$ cat src/assert_macros.svh
// Assertion macros shared by the resonator RTL.
// Included by modules that check their own sequencing; needs clk_i and rst_ni in scope.
`ifndef ASSERT_MACROS_SVH
`define ASSERT_MACROS_SVH

// Consequent must hold in the same cycle as the antecedent.
`define SCR_ASSERT_SAME(label, ante, cons, msg) \
  label: assert property (@(posedge clk_i) disable iff (!rst_ni) (ante) |-> (cons)) \
    else $error(msg);

// Consequent must hold in the cycle after the antecedent.
`define SCR_ASSERT_NEXT(label, ante, cons, msg) \
  label: assert property (@(posedge clk_i) disable iff (!rst_ni) (ante) |=> (cons)) \
    else $error(msg);

`endif

$ cat src/scr_pkg.sv
// Package for the stereo complex resonator: widths, word types, control codes
// and saturation helpers. Used by scr_mac and stereo_complex_resonator_top.
package scr_pkg;

  // Number formats.
  localparam int SAMPLE_BITS    = 24;
  localparam int COEF_FRAC_BITS = 16;
  localparam int STATE_BITS     = 40;
  localparam int ALIGN_SHIFT    = 7;
  localparam int OUT_SHIFT      = COEF_FRAC_BITS + ALIGN_SHIFT;

  // Register widths.
  localparam int COEF_BITS   = COEF_FRAC_BITS + 2;
  localparam int RADIUS_BITS = COEF_FRAC_BITS + 1;
  localparam int GAIN_BITS   = COEF_FRAC_BITS + 2;
  localparam int CFG_DATA_W  = COEF_FRAC_BITS + 2;
  localparam int CFG_IDX_W   = 3;

  // The state word is split in two halves for the narrow multiplier.
  localparam int STATE_LO_BITS = STATE_BITS / 2;
  localparam int STATE_HI_BITS = STATE_BITS - STATE_LO_BITS;

  // Multiplier and accumulator widths.
  localparam int MUL_A_W0 = (SAMPLE_BITS > STATE_LO_BITS + 1) ? SAMPLE_BITS : STATE_LO_BITS + 1;
  localparam int MUL_A_W  = (MUL_A_W0 > STATE_HI_BITS) ? MUL_A_W0 : STATE_HI_BITS;
  localparam int MUL_B_W  = COEF_FRAC_BITS + 3;
  localparam int PROD_W   = MUL_A_W + MUL_B_W;
  localparam int ACC_W    = STATE_BITS + MUL_B_W + 1;

  // Configuration register indexes.
  typedef enum logic [CFG_IDX_W-1:0] {
    CFG_POLE_RE     = 3'd0,
    CFG_POLE_IM     = 3'd1,
    CFG_POLE_RADIUS = 3'd2,
    CFG_ADD_MODE    = 3'd3,
    CFG_MIX_GAIN    = 3'd4
  } cfg_idx_e;

  // Alignment of a product before it enters the accumulator.
  typedef enum logic [1:0] {
    SH_NONE  = 2'd0,
    SH_ALIGN = 2'd1,
    SH_SPLIT = 2'd2,
    SH_OUT   = 2'd3
  } shift_e;

  // Rounding offset loaded when the accumulator starts a new sum.
  typedef enum logic [1:0] {
    RND_COEF  = 2'd0,
    RND_ALIGN = 2'd1,
    RND_OUT   = 2'd2
  } rnd_e;

  // Control word from the sequencer to the multiply-accumulate unit.
  typedef struct packed {
    logic   en;
    logic   clear;
    logic   negate;
    shift_e sh;
    rnd_e   rnd;
  } mac_ctrl_t;

  // Input word.
  typedef struct packed {
    logic signed [SAMPLE_BITS-1:0] in_left;
    logic signed [SAMPLE_BITS-1:0] in_right;
    logic signed [SAMPLE_BITS-1:0] prior_left;
    logic signed [SAMPLE_BITS-1:0] prior_right;
    logic                          block_end;
  } in_word_t;

  // Output word.
  typedef struct packed {
    logic signed [SAMPLE_BITS-1:0] out_left;
    logic signed [SAMPLE_BITS-1:0] out_right;
    logic                          block_end_out;
  } out_word_t;

  // Clamp an accumulator value to the state range.
  function automatic logic signed [STATE_BITS-1:0] sat_state(
      input logic signed [ACC_W-1:0] v);
    logic signed [ACC_W-1:0] hi;
    logic signed [ACC_W-1:0] lo;
    hi = {{(ACC_W-STATE_BITS+1){1'b0}}, {(STATE_BITS-1){1'b1}}};
    lo = ~hi;
    if (v > hi) begin
      return hi[STATE_BITS-1:0];
    end else if (v < lo) begin
      return lo[STATE_BITS-1:0];
    end
    return v[STATE_BITS-1:0];
  endfunction

  // Clamp an accumulator value to the sample range.
  function automatic logic signed [SAMPLE_BITS-1:0] sat_sample(
      input logic signed [ACC_W-1:0] v);
    logic signed [ACC_W-1:0] hi;
    logic signed [ACC_W-1:0] lo;
    hi = {{(ACC_W-SAMPLE_BITS+1){1'b0}}, {(SAMPLE_BITS-1){1'b1}}};
    lo = ~hi;
    if (v > hi) begin
      return hi[SAMPLE_BITS-1:0];
    end else if (v < lo) begin
      return lo[SAMPLE_BITS-1:0];
    end
    return v[SAMPLE_BITS-1:0];
  endfunction

endpackage

$ cat src/scr_mac.sv
// Shared multiply-accumulate unit of the stereo complex resonator.
// Depends on scr_pkg for widths and the mac_ctrl_t control word.
module scr_mac (
  input  logic                                clk_i,
  input  scr_pkg::mac_ctrl_t                  ctrl_i,
  input  logic signed [scr_pkg::MUL_A_W-1:0]  op_a_i,
  input  logic signed [scr_pkg::MUL_B_W-1:0]  op_b_i,
  output logic signed [scr_pkg::ACC_W-1:0]    acc_o
);

  localparam int AccW  = scr_pkg::ACC_W;
  localparam int ProdW = scr_pkg::PROD_W;

  logic signed [ProdW-1:0] prod;
  logic signed [AccW-1:0]  prod_ext;
  logic signed [AccW-1:0]  term;
  logic signed [AccW-1:0]  base;
  logic signed [AccW-1:0]  acc_d;
  logic signed [AccW-1:0]  acc_q;

  // One signed product per cycle, sign-extended to the accumulator width.
  assign prod     = op_a_i * op_b_i;
  assign prod_ext = AccW'(prod);

  // Align the product and apply the sign of the term.
  always_comb begin
    case (ctrl_i.sh)
      scr_pkg::SH_NONE:  term = prod_ext;
      scr_pkg::SH_ALIGN: term = prod_ext <<< scr_pkg::ALIGN_SHIFT;
      scr_pkg::SH_SPLIT: term = prod_ext <<< scr_pkg::STATE_LO_BITS;
      scr_pkg::SH_OUT:   term = prod_ext <<< scr_pkg::OUT_SHIFT;
      default:           term = prod_ext;
    endcase
    if (ctrl_i.negate) begin
      term = -term;
    end
  end

  // A new sum starts from its half-LSB rounding offset.
  always_comb begin
    if (ctrl_i.clear) begin
      case (ctrl_i.rnd)
        scr_pkg::RND_COEF:  base = AccW'(1) <<< (scr_pkg::COEF_FRAC_BITS - 1);
        scr_pkg::RND_ALIGN: base = AccW'(1) <<< (scr_pkg::ALIGN_SHIFT - 1);
        scr_pkg::RND_OUT:   base = AccW'(1) <<< (scr_pkg::OUT_SHIFT - 1);
        default:            base = '0;
      endcase
    end else begin
      base = acc_q;
    end
    acc_d = base + term;
  end

  // Accumulator register.
  always_ff @(posedge clk_i) begin
    if (ctrl_i.en) begin
      acc_q <= acc_d;
    end
  end

  assign acc_o = acc_q;

endmodule

$ cat src/stereo_complex_resonator_top.sv
// Stereo complex one-pole resonator: the top level with sequencer, state and handshakes.
// Depends on scr_pkg, scr_mac and assert_macros.svh.
//
// An accepted word runs through thirteen sequencer steps per channel on the single
// 24 x 19 bit multiply-accumulate unit (twelve products and one capture), then is loaded
// into the output register. The shared multiplier sets the step count:
// the 40-bit state is fed to it in two halves, so each complex update takes nine products
// and the output scaling three more. in_stall_o is high from acceptance until the result
// moves into the output register; a finished word waits there while the next input word
// is taken. Configuration writes take effect at once and are meant for idle periods.
module stereo_complex_resonator_top (
  input  logic                              clk_i,
  input  logic                              rst_ni,
  input  logic                              cfg_we_i,
  input  logic [scr_pkg::CFG_IDX_W-1:0]     cfg_idx_i,
  input  logic [scr_pkg::CFG_DATA_W-1:0]    cfg_data_i,
  input  logic                              in_valid_i,
  output logic                              in_stall_o,
  input  scr_pkg::in_word_t                 in_word_i,
  output logic                              out_valid_o,
  input  logic                              out_stall_i,
  output scr_pkg::out_word_t                out_word_o
);

  `include "assert_macros.svh"

  localparam int SampW = scr_pkg::SAMPLE_BITS;
  localparam int StW   = scr_pkg::STATE_BITS;
  localparam int LoW   = scr_pkg::STATE_LO_BITS;
  localparam int AW    = scr_pkg::MUL_A_W;
  localparam int BW    = scr_pkg::MUL_B_W;
  localparam int AccW  = scr_pkg::ACC_W;
  localparam int FracW = scr_pkg::COEF_FRAC_BITS;

  typedef enum logic [2:0] {
    ST_IDLE = 3'b001,
    ST_CALC = 3'b010,
    ST_PUSH = 3'b100
  } state_e;

  // Sequencer steps of one channel.
  typedef enum logic [3:0] {
    SP_SR0 = 4'd0,
    SP_SR1 = 4'd1,
    SP_SR2 = 4'd2,
    SP_SR3 = 4'd3,
    SP_SR4 = 4'd4,
    SP_TI0 = 4'd5,
    SP_TI1 = 4'd6,
    SP_TI2 = 4'd7,
    SP_TI3 = 4'd8,
    SP_OU0 = 4'd9,
    SP_OU1 = 4'd10,
    SP_OU2 = 4'd11,
    SP_OU3 = 4'd12
  } step_e;

  // Configuration registers.
  logic signed [scr_pkg::COEF_BITS-1:0]   pole_re_q;
  logic signed [scr_pkg::COEF_BITS-1:0]   pole_im_q;
  logic        [scr_pkg::RADIUS_BITS-1:0] pole_radius_q;
  logic                                   add_mode_q;
  logic        [scr_pkg::GAIN_BITS-1:0]   mix_gain_q;

  // Control state.
  state_e state_q, state_d;
  step_e  step_q, step_d;
  logic   ch_q, ch_d;
  logic   out_valid_q, out_valid_d;

  // Filter state and payload registers.
  logic signed [StW-1:0]  s_st_q [2];
  logic signed [StW-1:0]  t_st_q [2];
  logic signed [StW-1:0]  s_new_q;
  logic signed [SampW-1:0] y_q [2];
  scr_pkg::in_word_t      in_q;
  scr_pkg::out_word_t     out_word_q;

  // Datapath signals.
  scr_pkg::mac_ctrl_t     mac_ctrl;
  logic signed [AW-1:0]   op_a;
  logic signed [BW-1:0]   op_b;
  logic signed [AccW-1:0] acc;
  logic signed [StW-1:0]  s_cur;
  logic signed [StW-1:0]  t_cur;
  logic signed [AW-1:0]   s_lo_a, s_hi_a, t_lo_a, t_hi_a, n_lo_a, n_hi_a;
  logic signed [AW-1:0]   x_a, prior_a;
  logic signed [BW-1:0]   re_b, im_b, g_b, gout_b, unit_b;
  logic signed [StW-1:0]  acc_state;
  logic signed [SampW-1:0] y_ch;
  logic                   in_take;
  logic                   out_take;
  logic                   out_load;

  // Configuration writes.
  always_ff @(posedge clk_i or negedge rst_ni) begin
    if (!rst_ni) begin
      pole_re_q     <= '0;
      pole_im_q     <= '0;
      pole_radius_q <= '0;
      add_mode_q    <= 1'b0;
      mix_gain_q    <= scr_pkg::GAIN_BITS'(1) << FracW;
    end else if (cfg_we_i) begin
      case (cfg_idx_i)
        scr_pkg::CFG_POLE_RE:     pole_re_q     <= cfg_data_i[scr_pkg::COEF_BITS-1:0];
        scr_pkg::CFG_POLE_IM:     pole_im_q     <= cfg_data_i[scr_pkg::COEF_BITS-1:0];
        scr_pkg::CFG_POLE_RADIUS: pole_radius_q <= cfg_data_i[scr_pkg::RADIUS_BITS-1:0];
        scr_pkg::CFG_ADD_MODE:    add_mode_q    <= cfg_data_i[0];
        scr_pkg::CFG_MIX_GAIN:    mix_gain_q    <= cfg_data_i[scr_pkg::GAIN_BITS-1:0];
        default: ;
      endcase
    end
  end

  // Handshakes.
  assign in_stall_o  = (state_q != ST_IDLE);
  assign in_take     = in_valid_i && !in_stall_o;
  assign out_take    = out_valid_q && !out_stall_i;
  assign out_load    = (state_q == ST_PUSH) && (!out_valid_q || !out_stall_i);
  assign out_valid_o = out_valid_q;
  assign out_word_o  = out_word_q;

  // Operand halves of the current channel's state and of the freshly computed real part.
  assign s_cur  = s_st_q[ch_q];
  assign t_cur  = t_st_q[ch_q];
  assign s_lo_a = signed'(AW'(s_cur[LoW-1:0]));
  assign s_hi_a = AW'(signed'(s_cur[StW-1:LoW]));
  assign t_lo_a = signed'(AW'(t_cur[LoW-1:0]));
  assign t_hi_a = AW'(signed'(t_cur[StW-1:LoW]));
  assign n_lo_a = signed'(AW'(s_new_q[LoW-1:0]));
  assign n_hi_a = AW'(signed'(s_new_q[StW-1:LoW]));
  assign x_a     = AW'(ch_q ? in_q.in_right : in_q.in_left);
  assign prior_a = AW'(ch_q ? in_q.prior_right : in_q.prior_left);

  // Coefficient operands; the input gain is one minus the radius, unclamped.
  assign re_b   = BW'(pole_re_q);
  assign im_b   = BW'(pole_im_q);
  assign g_b    = signed'((BW'(1) << FracW) - BW'(pole_radius_q));
  assign unit_b = BW'(1);
  assign gout_b = add_mode_q ? signed'(BW'(mix_gain_q)) : unit_b;

  // Rounded and saturated views of the accumulator.
  assign acc_state = scr_pkg::sat_state(acc >>> FracW);
  assign y_ch = add_mode_q ? scr_pkg::sat_sample(acc >>> scr_pkg::OUT_SHIFT)
                           : scr_pkg::sat_sample(acc >>> scr_pkg::ALIGN_SHIFT);

  // Step decoder: operands and accumulator control for each sequencer step.
  always_comb begin
    mac_ctrl.en     = (state_q == ST_CALC) && (step_q != SP_OU3);
    mac_ctrl.clear  = 1'b0;
    mac_ctrl.negate = 1'b0;
    mac_ctrl.sh     = scr_pkg::SH_NONE;
    mac_ctrl.rnd    = scr_pkg::RND_COEF;
    op_a            = s_lo_a;
    op_b            = re_b;
    case (step_q)
      // New real part: s*re - t*im + x*g.
      SP_SR0: begin
        mac_ctrl.clear = 1'b1;
      end
      SP_SR1: begin
        op_a        = s_hi_a;
        mac_ctrl.sh = scr_pkg::SH_SPLIT;
      end
      SP_SR2: begin
        op_a            = t_lo_a;
        op_b            = im_b;
        mac_ctrl.negate = 1'b1;
      end
      SP_SR3: begin
        op_a            = t_hi_a;
        op_b            = im_b;
        mac_ctrl.negate = 1'b1;
        mac_ctrl.sh     = scr_pkg::SH_SPLIT;
      end
      SP_SR4: begin
        op_a        = x_a;
        op_b        = g_b;
        mac_ctrl.sh = scr_pkg::SH_ALIGN;
      end
      // New imaginary part: t*re + s*im.
      SP_TI0: begin
        op_a           = t_lo_a;
        mac_ctrl.clear = 1'b1;
      end
      SP_TI1: begin
        op_a        = t_hi_a;
        mac_ctrl.sh = scr_pkg::SH_SPLIT;
      end
      SP_TI2: begin
        op_a = s_lo_a;
        op_b = im_b;
      end
      SP_TI3: begin
        op_a        = s_hi_a;
        op_b        = im_b;
        mac_ctrl.sh = scr_pkg::SH_SPLIT;
      end
      // Output: new real part times the gain, plus the prior value in add mode.
      SP_OU0: begin
        op_a           = n_lo_a;
        op_b           = gout_b;
        mac_ctrl.clear = 1'b1;
        mac_ctrl.rnd   = add_mode_q ? scr_pkg::RND_OUT : scr_pkg::RND_ALIGN;
      end
      SP_OU1: begin
        op_a        = n_hi_a;
        op_b        = gout_b;
        mac_ctrl.sh = scr_pkg::SH_SPLIT;
      end
      SP_OU2: begin
        op_a        = prior_a;
        op_b        = add_mode_q ? unit_b : '0;
        mac_ctrl.sh = scr_pkg::SH_OUT;
      end
      SP_OU3: begin
        mac_ctrl.en = 1'b0;
      end
      default: begin
        mac_ctrl.en = 1'b0;
      end
    endcase
  end

  scr_mac u_mac (
    .clk_i  (clk_i),
    .ctrl_i (mac_ctrl),
    .op_a_i (op_a),
    .op_b_i (op_b),
    .acc_o  (acc)
  );

  // Sequencer next state.
  always_comb begin
    state_d     = state_q;
    step_d      = step_q;
    ch_d        = ch_q;
    out_valid_d = out_load || (out_valid_q && !out_take);
    case (state_q)
      ST_IDLE: begin
        if (in_take) begin
          state_d = ST_CALC;
          step_d  = SP_SR0;
          ch_d    = 1'b0;
        end
      end
      ST_CALC: begin
        if (step_q == SP_OU3) begin
          step_d = SP_SR0;
          if (!ch_q) begin
            ch_d = 1'b1;
          end else begin
            state_d = ST_PUSH;
          end
        end else begin
          step_d = step_e'(step_q + 4'd1);
        end
      end
      ST_PUSH: begin
        if (out_load) begin
          state_d = ST_IDLE;
        end
      end
      default: begin
        state_d = ST_IDLE;
      end
    endcase
  end

  // Control and filter state registers.
  always_ff @(posedge clk_i or negedge rst_ni) begin
    if (!rst_ni) begin
      state_q     <= ST_IDLE;
      step_q      <= SP_SR0;
      ch_q        <= 1'b0;
      out_valid_q <= 1'b0;
      for (int i = 0; i < 2; i++) begin
        s_st_q[i] <= '0;
        t_st_q[i] <= '0;
      end
    end else begin
      state_q     <= state_d;
      step_q      <= step_d;
      ch_q        <= ch_d;
      out_valid_q <= out_valid_d;
      if ((state_q == ST_CALC) && (step_q == SP_OU0)) begin
        s_st_q[ch_q] <= s_new_q;
        t_st_q[ch_q] <= acc_state;
      end
    end
  end

  // Payload registers.
  always_ff @(posedge clk_i) begin
    if (in_take) begin
      in_q <= in_word_i;
    end
    if ((state_q == ST_CALC) && (step_q == SP_TI0)) begin
      s_new_q <= acc_state;
    end
    if ((state_q == ST_CALC) && (step_q == SP_OU3)) begin
      y_q[ch_q] <= y_ch;
    end
    if (out_load) begin
      out_word_q.out_left      <= y_q[0];
      out_word_q.out_right     <= y_q[1];
      out_word_q.block_end_out <= in_q.block_end;
    end
  end

  // Checks on the sequencer.
  `SCR_ASSERT_NEXT(a_accept_starts, in_take,
    (state_q == ST_CALC) && (step_q == SP_SR0) && !ch_q, "accepted word did not start at step 0")
  `SCR_ASSERT_SAME(a_push_after_right, state_q == ST_PUSH, ch_q,
    "output push before the right channel finished")
  `SCR_ASSERT_NEXT(a_hold_stalled, (state_q == ST_PUSH) && out_valid_q && out_stall_i,
    (state_q == ST_PUSH) && out_valid_q, "stalled output word was overwritten")
  `SCR_ASSERT_SAME(a_valid_from_push, $rose(out_valid_q), $past(state_q == ST_PUSH),
    "output valid rose outside the push state")

endmodule
$ cat config.mk
export PLATFORM = sky130hd
export DESIGN_NAME = stereo_complex_resonator_top
export DESIGN_NICKNAME = d
export VERILOG_FILES = /design/src/scr_pkg.sv /design/src/scr_mac.sv /design/src/stereo_complex_resonator_top.sv
export VERILOG_INCLUDE_DIRS = /design/src /design/src/src
export SDC_FILE = /design/constraint.sdc
export NUM_CORES = 2
export LEC_CHECK = 0
export ABC_AREA = 1
export BUFFER_PORTS_ARGS = -buffer_cell sky130_fd_sc_hd__buf_2
export CORE_UTILIZATION = 40
export DETAILED_ROUTE_END_ITERATION = 10
export PLACE_DENSITY = 0.62
export SYNTH_ARGS = -nofsm -noshare
export SYNTH_HDL_FRONTEND = slang
export SYNTH_HIERARCHICAL = 1
export SYNTH_SLANG_ARGS = --single-unit
$ cat constraint.sdc
create_clock -name clk_i -period 10.2 [get_ports clk_i]
set_input_delay 0 -clock clk_i [delete_from_list [all_inputs] [get_ports clk_i]]
set_output_delay 0 -clock clk_i [all_outputs]
set_load 0.005 [all_outputs]
==> results.ini <==
[outcome]
status=finished with violations
violations=negative setup slack

[logic_synthesis]
synthesis.instances=6371
synth_nets=7137
synthArstFlopShare=0.450
synth_top_area_share=0.187
synth_area_um2=48600
avgSynthCellArea_um2=7.63
synth_common_cells=nand2_1 (2086), inv_1 (1234), fa_1 (455)
synthTopCellsByArea=fa_1 (19%), edfxtp_1 (18%), nand2_1 (16%), dfrtp_1 (12%), inv_1 (9.5%)
synth_most_common_cell=nand2_1
synthDistinctLibCells=63
yosysTopAreaCell=fa_1
ys.flop_type=edfxtp_1
synth-seq-cells=535
ys_seq_area_frac=0.306
yosys_warnings=6
synth_edf_count=294

[sta]
clock_skew_ns=0.0893
finalSetupViolations=7
slew_headroom=0.214
fin_ws_ns=-0.146
setup_tns_ns=-0.463
worst_pin_slew_ns=1.18
drv_slew=0
min_period_over_period=1.01
rsz0062_at_grt=true
fmax_mhz=96.7
timing.final.crit_period_ns=10.35
hold_viol=0

[critical_path]
r2r-end=u_mac/acc_o[53]$_DFFE_PP_
critPathArrivalTime_ns=10.80
cp_data_required_time_ns=10.65
endpoint_kind=flip-flop
cp-start-kind=flip-flop
slowest_stage=fa_2
reg2reg_from=step_q[2]$_DFFE_PN0P_
rrSetupSlack_ns=-0.15
crit_top_cell=inv_1
worstSetupPathType=flip-flop to flip-flop
crit_path_max_fanout=7
reg2reg_depth=53
max_stage_delay_ns=0.64

[routing]
wl_um=168000
drc=0
final_antenna_net_count=0
firstDrtPassIters=7
drt-initial-drc-count=3859
vias=45600
wl_per_cell_um=18.4
viasPerCell=4.99

[floorplan]
core_um2=120000
die_x_um=351
row_count=127
pin_count=174
die_h_um=351
die_area_um2=123000
start_util=0.404

[grt]
track_usage=0.266
grt-ovfl-total=0
grt_max_degree=169
grt_pass1_vias=45500
antenna_found_initial=0
grt_pass1_wl_um=254000

[min_path]
holdCritStartpoint=in_word_i[88]
hold_path_depth=2
min_path_type=input port to flip-flop
hold_path_end=in_q[88]$_DFFE_PP_

[finish]
nFillCells=10900
final_layout_size_suffix_gt1_frac=0.262
areaGrowthSynthToFinish_pct=35.8
nets=8228

[clocking]
cts_buffer_depth=3
clock_latency_ns=0.71
cts_tree=built
clk_pin_slew_ns=0.06
numCtsBuffers=59
htreeDepth=2
cts_root_buffer=clkbuf_16
cts.sinks=535

[placed_design]
io_buffers=173
place.gp.congestion=1.02
dp_slack_ns=-0.844
dpl.hpwl_um=128000

[run]
max_cap_viol_count=0

## kinds of logic (layout without fill, tap and decap cells)
family                     count (synthesis)  after routing  share of synthesized area
DFF                                      535            535                      0.306
and+or+nand+nor                         2970           2970                      0.252
xor gates and xnor gates                 111            111                     0.0200
adders and majority gates                643            643                      0.236
AOI/OAI and AO/OA                        619            619                     0.0683
other                                      0              1                          0
buffers and inverters                   1493           2635                      0.119
## sequential cells by signal (all words and copies together), names as in the netlist
name	count
add_mode_q	1
ch_q	1
in_q	97
mix_gain_q	18
out_valid_o	1
out_word_o	49
pole_im_q	18
pole_radius_q	17
pole_re_q	18
s_new_q	40
s_st_q	80
state_q	3
step_q	4
t_st_q	80
u_mac/acc_o	60
y_q	48
## worst max-delay path by stage
stage,startpoint,to,slack [ns],cells after the start
after floorplan,step_q[0]$_DFFE_PN0P_,u_mac/acc_o[59]$_DFFE_PP_,0.07,55
after global placement,step_q[0]$_DFFE_PN0P_,u_mac/acc_o[53]$_DFFE_PP_,-0.84,50
after detailed placement,step_q[0]$_DFFE_PN0P_,u_mac/acc_o[53]$_DFFE_PP_,-0.84,48
after CTS,step_q[0]$_DFFE_PN0P_,u_mac/acc_o[59]$_DFFE_PP_,-0.16,58
after global routing,step_q[2]$_DFFE_PN0P_,u_mac/acc_o[59]$_DFFE_PP_,-0.57,62
final,step_q[2]$_DFFE_PN0P_,u_mac/acc_o[53]$_DFFE_PP_,-0.15,53
## area by class of cell
| cell class | instances | area [um2] | area share |
|---|---|---|---|
| inverters | 1252 | 4730 | 0.0716 |
| repair buffers | 1271 | 10800 | 0.163 |
| diodes | 1 | 2.50 | 0.0000379 |
| well taps | 1612 | 2020 | 0.0306 |
| clock buffers | 82 | 1650 | 0.0251 |
| multi-input cells | 4343 | 31500 | 0.477 |
| flip-flops and latches | 535 | 14900 | 0.225 |
| clock inverters | 30 | 458 | 0.00694 |
## layout by cell type, fill, tap and decap left out, types with 146 or more instances in the layout
| cell | count |
|---|---|
| nor2_1 | 296 |
| fa_1 | 426 |
| dlygate4sd3_1 | 146 |
| buf_4 | 815 |
| inv_1 | 1186 |
| nand2_1 | 1883 |
| o21ai_0 | 177 |
| edfxtp_1 | 294 |
| buf_2 | 172 |
| nand3_1 | 217 |
| o21ai_1 | 196 |
| dfrtp_1 | 234 |
| nand2_2 | 184 |
## metal layers
| metal | vias to the layer above | track usage | wire length [um] |
|---|---|---|---|
| li1 | 21700 | - | - |
| met3 | 248 | 0.0345 | 11300 |
| met2 | 1520 | 0.450 | 80400 |
| met4 | 0 | 0.0710 | 4570 |
| met5 | - | 0 | 0 |
| met1 | 22100 | 0.357 | 71200 |
## worst max-delay path: cells and delay by family (launching register included)
| kind | cells | cell delay [ns] |
|---|---|---|
| fa+ha+maj | 9 | 4.03 |
| simple gates | 18 | 2.24 |
| flops | 1 | 0.44 |
| xor+xnor | 2 | 0.24 |
| buf+inv | 16 | 1.74 |
| compound gates | 8 | 1.39 |
## stage by stage
step / hold WS, ns / cell area [um2] / std cells / utilization
6_report: 0.0171 / 66000 / 9126 / 0.549
5_1_grt: 0.0232 / 66000 / 9125 / 0.549
4_1_cts: 0.000829 / 63300 / 9056 / 0.526
3_5_place_dp: 0.0120 / 57500 / 8736 / 0.478
3_3_place_gp: 0.0142 / 57500 / 8736 / 0.478
2_1_floorplan: -0.296 / 48600 / 6371 / -
## repair_timing
action / in CTS / in global routing
resized for setup: 339 / 534
gates cloned: 3 / 4
endpoints found under the hold margin: 245 / 0
endpoints found under the setup margin: 31 / 39
hold buffers: 147 / 0
setup buffers: 58 / 69
pin swaps: 148 / 268
Power is left out: the tool's default activity adds up to more than one toggle a clock period on the data nets, which glitch-free logic cannot reach.
